`src/pwtp_pkg.sv`:
```
// Shared types and constants for the protobuf wire token parser.
// Used by the parser core, the token queue and the top level; no dependencies.
package pwtp_pkg;

  localparam int unsigned MAX_MESSAGE_BYTES = 65536;
  localparam int unsigned PAY_W = $clog2(MAX_MESSAGE_BYTES + 1);
  localparam logic [63:0] MAX_LEN = 64'(MAX_MESSAGE_BYTES);

  localparam logic [6:0] VARINT_MASK = 7'h7f;
  localparam int unsigned VARINT_MAX_BYTES = 10;
  localparam int unsigned VALUE_BITS = 64;

  typedef enum logic [2:0] {
    KIND_SCALAR  = 3'd0,
    KIND_HEADER  = 3'd1,
    KIND_PAYLOAD = 3'd2,
    KIND_END     = 3'd3,
    KIND_ERROR   = 3'd4
  } kind_e;

  typedef enum logic [1:0] {
    ERR_NONE     = 2'd0,
    ERR_BAD_TAG  = 2'd1,
    ERR_TRUNC    = 2'd2,
    ERR_WIRETYPE = 2'd3
  } err_e;

  typedef enum logic [2:0] {
    WT_VARINT  = 3'd0,
    WT_FIXED64 = 3'd1,
    WT_LENGTH  = 3'd2,
    WT_FIXED32 = 3'd5
  } wire_e;

  typedef enum logic [5:0] {
    PH_TAG     = 6'b000001,
    PH_VARINT  = 6'b000010,
    PH_FIXED   = 6'b000100,
    PH_LENGTH  = 6'b001000,
    PH_PAYLOAD = 6'b010000,
    PH_DROP    = 6'b100000
  } phase_e;

  typedef struct packed {
    kind_e       kind;
    logic [31:0] field_number;
    logic [2:0]  wire_type;
    logic [63:0] value;
    logic [7:0]  payload_byte;
    err_e        error_code;
    logic        last_of_run;
  } token_t;

  typedef struct packed {
    logic [1:0] count;
    token_t     tok0;
    token_t     tok1;
  } push_t;

endpackage

```
`src/pwtp_parser.sv`:
```
// Parser core: phase register, accumulator and field state, and the decode
// of one byte into up to two tokens. Depends on pwtp_pkg.
module pwtp_parser (
  input  logic           clk_i,
  input  logic           rst_ni,
  input  logic           fire_i,
  input  logic [7:0]     data_byte_i,
  input  logic           final_byte_i,
  output pwtp_pkg::push_t push_o
);
  import pwtp_pkg::*;

  phase_e            phase_q, phase_d;
  logic [63:0]       acc_q, acc_d;
  logic [3:0]        pos_q, pos_d;
  logic [31:0]       fn_q, fn_d;
  logic [2:0]        wt_q, wt_d;
  logic [PAY_W-1:0]  rem_q, rem_d;

  logic [6:0]        sh7;
  logic [63:0]       acc_v;
  logic [63:0]       acc_f;
  logic [3:0]        pos_n;
  logic [3:0]        need;
  logic [PAY_W-1:0]  rem_n;
  logic              cont;
  logic              err_set;
  err_e              err_code;
  logic              done_set;
  logic              slot;
  logic              overlong;
  token_t            t0, t1, ev;
  logic [1:0]        cnt;

  always_comb begin
    sh7   = {3'b000, pos_q} * 7'd7;
    acc_v = acc_q;
    if (sh7 < 7'(VALUE_BITS)) begin
      acc_v = acc_q | ({57'b0, data_byte_i[6:0] & VARINT_MASK} << sh7[5:0]);
    end
    acc_f    = acc_q | ({56'b0, data_byte_i} << {pos_q[2:0], 3'b000});
    pos_n    = pos_q + 4'd1;
    cont     = data_byte_i[7];
    overlong = cont && (pos_n >= 4'(VARINT_MAX_BYTES));
    need     = (wt_q == WT_FIXED64) ? 4'd8 : 4'd4;
    rem_n    = (rem_q != '0) ? rem_q - PAY_W'(1) : rem_q;
  end

  always_comb begin
    phase_d  = phase_q;
    acc_d    = acc_q;
    pos_d    = pos_q;
    fn_d     = fn_q;
    wt_d     = wt_q;
    rem_d    = rem_q;
    t0       = '0;
    t1       = '0;
    ev       = '0;
    cnt      = 2'd0;
    err_set  = 1'b0;
    err_code = ERR_NONE;
    done_set = 1'b0;
    slot     = 1'b0;

    unique case (phase_q) inside
      PH_TAG: begin
        if (overlong) begin
          err_set  = 1'b1;
          err_code = ERR_BAD_TAG;
        end else if (cont) begin
          acc_d = acc_v;
          pos_d = pos_n;
          if (final_byte_i) begin
            err_set  = 1'b1;
            err_code = ERR_TRUNC;
          end
        end else if (acc_v == '0) begin
          err_set  = 1'b1;
          err_code = ERR_BAD_TAG;
        end else begin
          fn_d  = acc_v[34:3];
          wt_d  = acc_v[2:0];
          acc_d = '0;
          pos_d = '0;
          case (acc_v[2:0]) inside
            WT_VARINT:              phase_d = PH_VARINT;
            WT_FIXED64, WT_FIXED32: phase_d = PH_FIXED;
            WT_LENGTH:              phase_d = PH_LENGTH;
            default: begin
              err_set  = 1'b1;
              err_code = ERR_WIRETYPE;
            end
          endcase
          if (!err_set && final_byte_i) begin
            err_set  = 1'b1;
            err_code = ERR_TRUNC;
          end
        end
      end
      PH_VARINT, PH_LENGTH: begin
        if (overlong) begin
          err_set  = 1'b1;
          err_code = ERR_BAD_TAG;
        end else if (cont) begin
          acc_d = acc_v;
          pos_d = pos_n;
          if (final_byte_i) begin
            err_set  = 1'b1;
            err_code = ERR_TRUNC;
          end
        end else if (phase_q == PH_VARINT) begin
          t0.kind         = KIND_SCALAR;
          t0.field_number = fn_q;
          t0.wire_type    = wt_q;
          t0.value        = acc_v;
          cnt             = 2'd1;
          done_set        = 1'b1;
          slot            = 1'b1;
        end else if (acc_v > MAX_LEN) begin
          err_set  = 1'b1;
          err_code = ERR_TRUNC;
        end else begin
          t0.kind         = KIND_HEADER;
          t0.field_number = fn_q;
          t0.wire_type    = wt_q;
          t0.value        = acc_v;
          cnt             = 2'd1;
          slot            = 1'b1;
          if (acc_v == '0) begin
            done_set = 1'b1;
          end else begin
            rem_d   = acc_v[PAY_W-1:0];
            acc_d   = '0;
            pos_d   = '0;
            phase_d = PH_PAYLOAD;
            if (final_byte_i) begin
              err_set  = 1'b1;
              err_code = ERR_TRUNC;
            end
          end
        end
      end
      PH_FIXED: begin
        if (pos_n < need) begin
          acc_d = acc_f;
          pos_d = pos_n;
          if (final_byte_i) begin
            err_set  = 1'b1;
            err_code = ERR_TRUNC;
          end
        end else begin
          t0.kind         = KIND_SCALAR;
          t0.field_number = fn_q;
          t0.wire_type    = wt_q;
          t0.value        = acc_f;
          cnt             = 2'd1;
          done_set        = 1'b1;
          slot            = 1'b1;
        end
      end
      PH_PAYLOAD: begin
        t0.kind         = KIND_PAYLOAD;
        t0.field_number = fn_q;
        t0.wire_type    = wt_q;
        t0.payload_byte = data_byte_i;
        cnt             = 2'd1;
        slot            = 1'b1;
        rem_d           = rem_n;
        if (rem_n == '0) begin
          done_set = 1'b1;
        end else if (final_byte_i) begin
          err_set  = 1'b1;
          err_code = ERR_TRUNC;
        end
      end
      PH_DROP: begin
        if (final_byte_i) begin
          phase_d = PH_TAG;
        end
      end
      default: begin
        phase_d = PH_TAG;
        acc_d   = '0;
        pos_d   = '0;
        fn_d    = '0;
        wt_d    = '0;
        rem_d   = '0;
      end
    endcase

    if (done_set) begin
      phase_d = PH_TAG;
      acc_d   = '0;
      pos_d   = '0;
      if (final_byte_i) begin
        ev.kind = KIND_END;
        fn_d    = '0;
        wt_d    = '0;
        rem_d   = '0;
      end
    end

    if (err_set) begin
      ev.kind       = KIND_ERROR;
      ev.error_code = err_code;
      phase_d       = final_byte_i ? PH_TAG : PH_DROP;
      acc_d         = '0;
      pos_d         = '0;
      fn_d          = '0;
      wt_d          = '0;
      rem_d         = '0;
    end

    if (err_set || (done_set && final_byte_i)) begin
      if (slot) begin
        t1  = ev;
        cnt = 2'd2;
      end else begin
        t0  = ev;
        cnt = 2'd1;
      end
    end

    if (cnt == 2'd2) begin
      t1.last_of_run = 1'b1;
    end else if (cnt == 2'd1) begin
      t0.last_of_run = 1'b1;
    end
  end

  always_ff @(posedge clk_i or negedge rst_ni) begin
    if (!rst_ni) begin
      phase_q <= PH_TAG;
      acc_q   <= '0;
      pos_q   <= '0;
      fn_q    <= '0;
      wt_q    <= '0;
      rem_q   <= '0;
    end else if (fire_i) begin
      phase_q <= phase_d;
      acc_q   <= acc_d;
      pos_q   <= pos_d;
      fn_q    <= fn_d;
      wt_q    <= wt_d;
      rem_q   <= rem_d;
    end
  end

  always_comb begin
    push_o.count = fire_i ? cnt : 2'd0;
    push_o.tok0  = t0;
    push_o.tok1  = t1;
  end

endmodule

```
`src/pwtp_token_fifo.sv`:
```
// Four-entry token queue that takes up to two tokens per cycle and hands
// out one while out_stall_i is low. Depends on pwtp_pkg.
module pwtp_token_fifo (
  input  logic            clk_i,
  input  logic            rst_ni,
  input  pwtp_pkg::push_t push_i,
  output logic            room2_o,
  output logic            out_valid_o,
  input  logic            out_stall_i,
  output pwtp_pkg::token_t tok_o
);
  import pwtp_pkg::*;

  token_t     mem_q [4];
  logic [1:0] wr_q, wr_d;
  logic [1:0] rd_q, rd_d;
  logic [2:0] cnt_q, cnt_d;
  logic       pop;

  assign pop         = (cnt_q != 3'd0) && !out_stall_i;
  assign out_valid_o = (cnt_q != 3'd0);
  assign room2_o     = (cnt_q <= 3'd2);
  assign tok_o       = mem_q[rd_q];

  always_comb begin
    wr_d  = wr_q + push_i.count;
    rd_d  = rd_q + {1'b0, pop};
    cnt_d = cnt_q + {1'b0, push_i.count} - {2'b00, pop};
  end

  always_ff @(posedge clk_i) begin
    if (push_i.count != 2'd0) begin
      mem_q[wr_q] <= push_i.tok0;
    end
    if (push_i.count == 2'd2) begin
      mem_q[wr_q + 2'd1] <= push_i.tok1;
    end
  end

  always_ff @(posedge clk_i or negedge rst_ni) begin
    if (!rst_ni) begin
      wr_q  <= '0;
      rd_q  <= '0;
      cnt_q <= '0;
    end else begin
      wr_q  <= wr_d;
      rd_q  <= rd_d;
      cnt_q <= cnt_d;
    end
  end

endmodule

```
`src/protobuf_wire_token_parser.sv`:
```
// Protobuf wire-format token parser: one message byte per clock in while in_stall_o is low, tokens out.
// A byte accepted is held in the input register, then parsed and queued when the token
// queue has room for two; its first token is then offered on out_valid_o.
// Throughput: one byte per cycle; a byte that yields two tokens hands them out one by one,
// and the input stalls while the four-entry queue holds three or more.
// Reset clears the parse state and the queue at once; no clearing pass.
module protobuf_wire_token_parser (
  input  logic        clk_i,
  input  logic        rst_ni,
  input  logic        in_valid_i,
  output logic        in_stall_o,
  input  logic [7:0]  data_byte_i,
  input  logic        final_byte_i,
  output logic        out_valid_o,
  input  logic        out_stall_i,
  output logic [2:0]  kind_o,
  output logic [31:0] field_number_o,
  output logic [2:0]  wire_type_o,
  output logic [63:0] value_o,
  output logic [7:0]  payload_byte_o,
  output logic [1:0]  error_code_o,
  output logic        last_of_run_o
);
  import pwtp_pkg::*;

  logic       in_vld_q;
  logic [7:0] data_q;
  logic       final_q;
  logic       room2;
  logic       fire;
  push_t      push;
  token_t     tok;

  assign fire       = in_vld_q && room2;
  assign in_stall_o = in_vld_q && !fire;

  always_ff @(posedge clk_i or negedge rst_ni) begin
    if (!rst_ni) begin
      in_vld_q <= 1'b0;
    end else if (!in_stall_o) begin
      in_vld_q <= in_valid_i;
    end
  end

  always_ff @(posedge clk_i) begin
    if (!in_stall_o && in_valid_i) begin
      data_q  <= data_byte_i;
      final_q <= final_byte_i;
    end
  end

  pwtp_parser u_parser (
    .clk_i        (clk_i),
    .rst_ni       (rst_ni),
    .fire_i       (fire),
    .data_byte_i  (data_q),
    .final_byte_i (final_q),
    .push_o       (push)
  );

  pwtp_token_fifo u_fifo (
    .clk_i       (clk_i),
    .rst_ni      (rst_ni),
    .push_i      (push),
    .room2_o     (room2),
    .out_valid_o (out_valid_o),
    .out_stall_i (out_stall_i),
    .tok_o       (tok)
  );

  assign kind_o         = tok.kind;
  assign field_number_o = tok.field_number;
  assign wire_type_o    = tok.wire_type;
  assign value_o        = tok.value;
  assign payload_byte_o = tok.payload_byte;
  assign error_code_o   = tok.error_code;
  assign last_of_run_o  = tok.last_of_run;

endmodule

```
`config.mk`:
```
export PLATFORM = sky130hd
export DESIGN_NAME = protobuf_wire_token_parser
export DESIGN_NICKNAME = d
export VERILOG_FILES = /design/src/pwtp_pkg.sv /design/src/pwtp_parser.sv /design/src/pwtp_token_fifo.sv /design/src/protobuf_wire_token_parser.sv
export SDC_FILE = /design/constraint.sdc
export NUM_CORES = 1
export LEC_CHECK = 0
export ABC_CLOCK_PERIOD_IN_PS = 9900
export BUFFER_PORTS_ARGS = -buffer_cell sky130_fd_sc_hd__buf_2
export CAP_MARGIN = 20
export CORE_ASPECT_RATIO = 0.75
export CORE_MARGIN = 4
export CORE_UTILIZATION = 55
export DETAILED_ROUTE_END_ITERATION = 8
export GPL_TIMING_DRIVEN = 0
export PLACE_DENSITY = 0.85
export SYNTH_ARGS = -nofsm -noshare
export SYNTH_HDL_FRONTEND = slang
export SYNTH_SLANG_ARGS = --single-unit
```
`constraint.sdc`:
```
create_clock -name clk_i -period 9.9 [get_ports clk_i]
set_clock_uncertainty 0.2 [all_clocks]
set_input_delay 1.98 -clock clk_i [delete_from_list [all_inputs] [get_ports clk_i]]
set_output_delay 1.98 -clock clk_i [all_outputs]
set_load 0.005 [all_outputs]
```
After elaboration in Yosys (flattened, before gate mapping)
Memory sizes are Yosys's and may differ from the RTL's. Cells that the tools add are included.

Word-level logic and storage cells: 229. Memories: 1. Flip-flop bits (word level): 143. Input bits: 13. Bits in writable memories: 452. Output and inout bits: 115.

Magnitude comparators: 5. Shift-type cells: 2. Mux-type cells: 145. Bitwise logic cells: 2. $mul: 1. Add/subtract/negate cells: 7. Equality and inequality tests: 28. Reduce and logical (&&, ||, !) cells: 26.

Memory list: u_fifo.mem_q (depth 4, bits a word 113, rd ports 1, clocked after Yosys merged registers in 0, write ports 2, line pwtp_token_fifo.sv:14) `token_t mem_q [4];`.

Operators by type and width (number): 2-to-1 mux 64 bit (11); 2-to-1 mux 113 bit (4); 2-to-1 mux 102 bit (3); one-hot mux 64 bit (4 select lines) (1); 2-to-1 mux 32 bit (6); 2-to-1 mux 17 bit (9); bitwise OR 64 bit (2); one-hot mux 64 bit (2 select lines) (1); one-hot mux 38 bit (3 select lines) (1); 2-to-1 mux 100 bit (1); 2-to-1 mux 99 bit (1); 2-to-1 mux 6 bit (15); greater-than comparator 64 x 17 -> 1 bit, second input constant (1); logical NOT 64 bit (1); one-hot mux 32 bit (2 select lines) (1); left shift 7 x 6 -> 64 bit (1); left shift 8 x 6 -> 64 bit (1); one-hot mux 17 bit (3 select lines) (1); 2-to-1 mux 2 bit (23); 2-to-1 mux 4 bit (11); inequality test 4 x 2 -> 1 bit, second input constant (10); 2-to-1 mux 1 bit (39); 2-to-1 mux 3 bit (8); one-hot mux 6 bit (4 select lines) (1); 46 further kinds (63).

Depth between registers and ports, before layout
Depth in word-level cells: 25. Mapped depth: 27. Mapped depth without buffers: 23.

By module
A second synthesis with hierarchy kept.

Cell total of the unflattened synthesis: 2718. Area, all modules: 33978.8 µm².

By module, submodules not included: pwtp_token_fifo (times used 1, area an instance 22173.8 µm², cells each 1136, seq. area each 13748.2 µm²); pwtp_parser (times used 1, area an instance 11471.0 µm², cells each 1567, seq. area each 3154.3 µm²); protobuf_wire_token_parser (times used 1, area an instance 334.1 µm², cells each 15, seq. area each 295.3 µm²).

Least setup slack after synthesis
OpenSTA, ideal clock, no wires.

Path kind: reg-to-reg. Start: reg u_parser.pos_q[1]. End: mem u_fifo.mem_q[3][0] (netlist name) (enable). Setup time: 277 ps. Data arrival time: 6560 ps. Stages on the path, launching flop included: 26. Setup slack: 2862 ps. Required time: 9423 ps. Buffers on the path: 6. Clock period less this slack: 7038 ps. Cells stage by stage: dfrtp_1 > fa_1 > ha_1 > inv_1 > fa_1 > clkbuf_1 > and3_1 > buf_1 > a22oi_1 > o221ai_1 > or4b_1 > a221o_1 > nand4bb_4 > o31ai_4 > o221a_2 > and3_1 > buf_6 > inv_4 > ha_1 > o21ai_0 > nand3b_1 > clkbuf_1 > and2_1 > clkbuf_1 > clkbuf_1 > inv_1.

RTL lines: start: declaration (line pwtp_parser.sv:15) `logic [3:0] pos_q, pos_d;`; start signal: assignment (line pwtp_parser.sv:242) `pos_q <= pos_d;`; end: declaration (line pwtp_token_fifo.sv:14).

==> flow_summary.json <==
{
  "pin_count": 128,
  "internal_power_mw": 4.74,
  "synthArstFlopShare": 0.225,
  "max_stage_delay_ps": 820,
  "clock.fmax_ghz": 0.105,
  "crit_slowest_cell": "or3_1",
  "start_util": 0.555,
  "multiInputGateArea_sq_um": 13600,
  "seq_area_sq_um": 12900,
  "worst_pin_slew_ps": 1240,
  "placementRows": 71,
  "cap_violations": 0,
  "critPathTopFamily": "simple AND/OR/NAND/NOR gates",
  "finalSetupViolations": 0,
  "finalHoldViolCount": 0,
  "vias": 26400,
  "min-delay-start": "u_fifo.mem_q[1][23]$_SDFFE_PP0N_",
  "finalCriticalPeriod_ps": 9550,
  "final_cell_mix": "430 x o21ai_0, 428 x dfxtp_1, 308 x nand3_1, 214 x a22o_1, 213 x clkbuf_1",
  "dr.pass1.iters": 8,
  "routedWlPerCell_um": 27.3,
  "reg2reg_slack_ps": 350,
  "synthDistinctLibCells": 92,
  "status": "complete, no violations",
  "cpMostUsedCell": "clkbuf_1",
  "tritoncts.num_buffers": 55,
  "p_clk_frac": 0.265,
  "cts_htree_levels": 2,
  "critPathKind": "reg2reg",
  "gp_congestion": 1.02,
  "die_h_um": 203,
  "power.share.switching": 0.423,
  "core_sq_um": 50100,
  "drc_errors": 0,
  "drive_gt1_frac": 0.144,
  "netlist_area_sq_um": 27800,
  "whs_ps": 275,
  "p_per_area_nw_per_um2": 263,
  "combPwrFrac": 0.407,
  "grt_usage": 0.361,
  "num-nets-final": 3019,
  "cp_num_buf_inv": 9,
  "end_kind": "flip-flop",
  "clock_latency_ps": 670,
  "finalCritPeriodShare": 0.964,
  "hpwl_um": 72400,
  "worstPathRequired_ps": 10030,
  "whs_endpoint": "u_fifo.mem_q[1][23]$_SDFFE_PP0N_",
  "final_common_cell": "o21ai_0",
  "dpl_worst_slack_ps": 218,
  "cts_tree": "yes",
  "cts.clk_slew.worst_paths_ps": 70,
  "timing.setup.tns_ps": 0,
  "r2r-start": "u_parser.pos_q[1]$_DFFE_PN0P_",
  "synth_warnings": 0,
  "fillers": 3954,
  "hp-class": "reg2reg",
  "cp_max_fo": 14,
  "power_frac_seq": 0.328,
  "synth_edf_count": 33,
  "drt_iter0_markers": 4463,
  "relSlewSlack": 0.164,
  "min_path_cells": 2,
  "cts.path.max_buffers": 3,
  "ir_drop_mv": 0.196,
  "clock-sinks": 595,
  "grt_max_degree": 94,
  "syn2layout_area_growth_pct": 12.2,
  "final_antenna_net_count": 0,
  "netSwitchingPower_mw": 3.48,
  "cts_setup_buffers": 0,
  "antenna_found_initial": 3,
  "setup_slack_ps": 353,
  "port_buffers": 127,
  "cp-start-kind": "flip-flop",
  "final_util": 0.623,
  "totalWireLength_um": 101000,
  "grt_pass1_wl_um": 153000,
  "placed_cells": 3586,
  "grt_pass1_vias": 25000,
  "ys.flop_type": "dfxtp_1",
  "p_leak_nw": 11.9,
  "reg2reg_to": "u_fifo.mem_q[2][1]$_DFFE_PP_",
  "r2r_cells": 25,
  "fin_cells": 3690,
  "cts-root-buf": "clkbuf_16",
  "grt.overflow.total": 0,
  "syn_nets": 2831,
  "yosys_register_bits": 595,
  "synth_seq_area_share": 0.464,
  "cp_data_arrival_time_ps": 9680,
  "dieWidth_um": 268,
  "finalMaxSlewViolations": 0,
  "syn_inst": 2797,
  "grt_setup_unrepaired": "no",
  "synth.avg_cell_area_sq_um": 9.94,
  "vias_per_cell": 7.14,
  "dieArea_sq_um": 54300
}
==> metal layers <==
layer / vias to the layer above / GRT usage / wire [um]
li1: 11000 / - / -
met1: 13000 / 0.518 / 39800
met2: 2055 / 0.522 / 42800
met3: 286 / 0.114 / 14600
met4: 4 / 0.120 / 3600
met5: - / 0 / 27
==> kinds of logic (layout without fill, tap and decap cells) <==
kind of cell               after synthesis  after routing  share of synthesized area
adders and majority gates               21             21                     0.0108
DFF                                    595            595                      0.464
muxes                                  154            154                      0.109
other                                    0              3                          0
AOI/OAI and AO/OA                      984            984                      0.234
buffers and inverters                  312            545                     0.0466
and+or+nand+nor                        718            718                      0.131
xor gates and xnor gates                13             13                    0.00409
==> cell usage after synthesis (all sizes together), types with 9 or more instances <==
library cell  instances  area, sq um
buf                  68          377
o31ai                 9         81.3
o21ai               432         2170
mux2i                21          210
or3                  16          100
and3                  9         56.3
o211ai                9         67.6
ha                   16          200
nand3               309         1550
nand2                79          297
nor3                 31          166
nor2b                11         68.8
inv                  42          160
o22ai                14         87.6
nor2                141          542
a21o                 18          135
nor3b                11         87.6
a2bb2oi              13          114
or2                  10         62.6
nand2b               19          119
o221ai                9         78.8
dfxtp               428         8570
and2                 19          119
o22a                 47          412
a22o                214         1870
mux2                 17          199
o2bb2ai              36          322
a21oi               107          536
edfxtp               33          991
dfrtp               133         3330
mux4                116         2610
a31oi                16          100
nor4                 27          169
clkbuf              202          758
==> worst reg2reg max path, cell delays in order, from the launching register on <==
cell and delay [ps]:
dfrtp_1 640, fa_1 630, ha_1 210, inv_1 80, fa_1 530, clkbuf_1 260, buf_2 310, clkbuf_1 400
or3b_2 230, nor4_1 50, a31o_2 280, a2111oi_0 370, and4_1 250, nand4_1 350, nor2_1 340, nand4b_1 420
nor3b_2 370, buf_2 250, inv_1 100, ha_1 320, o21ai_0 350, or3_1 830, and2_1 260, clkbuf_1 430
clkbuf_1 520, inv_1 300
==> per-stage QoR <==
step | instance area (sq um) | power [mW]
after floorplan | 27800 | 4.78
after global placement | 29300 | 5.83
after detailed placement | 29300 | 5.89
after CTS | 31200 | 8.04
after global routing | 31200 | 8.46
final | 31200 | 8.22
==> power groups by stage <==
stage	combinational (mW)	clock [mW]	sequential [mW]
2_1_floorplan	2.09	0	2.69
3_3_place_gp	3.10	0	2.72
3_5_place_dp	3.16	0	2.74
4_1_cts	3.18	2.18	2.69
5_1_grt	3.48	2.27	2.71
6_report	3.34	2.18	2.69
==> how the worst max path moves through the flow <==
stage                                  start                             end  slack, ps  cells past startpoint
2_1_floorplan  u_parser.pos_q[1]$_DFFE_PN0P_    u_fifo.mem_q[3][0]$_DFFE_PP_       2860                     25
3_3_place_gp   u_parser.pos_q[1]$_DFFE_PN0P_  u_fifo.mem_q[0][110]$_DFFE_PP_        140                     24
3_5_place_dp   u_parser.pos_q[1]$_DFFE_PN0P_  u_fifo.mem_q[2][111]$_DFFE_PP_        220                     25
4_1_cts        u_parser.pos_q[1]$_DFFE_PN0P_    u_fifo.mem_q[2][1]$_DFFE_PP_        220                     25
5_1_grt        u_parser.pos_q[1]$_DFFE_PN0P_    u_fifo.mem_q[0][0]$_DFFE_PP_         30                     26
6_report       u_parser.pos_q[1]$_DFFE_PN0P_    u_fifo.mem_q[2][1]$_DFFE_PP_        350                     25
==> flip-flops by register name, summed over array words and instances, names as in the netlist <==
register / cells
u_parser.rem_q: 17
u_parser.acc_q: 64
u_parser.phase_q: 6
in_vld_q: 1
final_q: 1
data_q: 8
u_fifo.cnt_q: 3
u_parser.fn_q: 32
u_fifo.rd_q: 2
u_parser.pos_q: 4
u_fifo.mem_q: 452
u_fifo.wr_q: 2
u_parser.wt_q: 3
==> what timing repair did <==
item                                    4_1_cts  5_1_grt
endpoints found under the hold margin         0        0
gates resized for setup                       0        6
endpoints found under the setup margin        0      213
hold buffers                                  0        0
==> cell type report <==
| class | count | share of cell area |
|---|---|---|
| Buffer | 268 | 0.0362 |
| Antenna cell | 3 | 0.000241 |
| Clock inverter | 19 | 0.00654 |
| Clock buffer | 83 | 0.0524 |
| Inverter | 42 | 0.00513 |
| Timing Repair Buffer | 133 | 0.0230 |
| Sequential cell | 595 | 0.414 |
| Multi-Input combinational cell | 1890 | 0.436 |
| Tap cell | 657 | 0.0263 |
(Power assumes the default switching activity.)
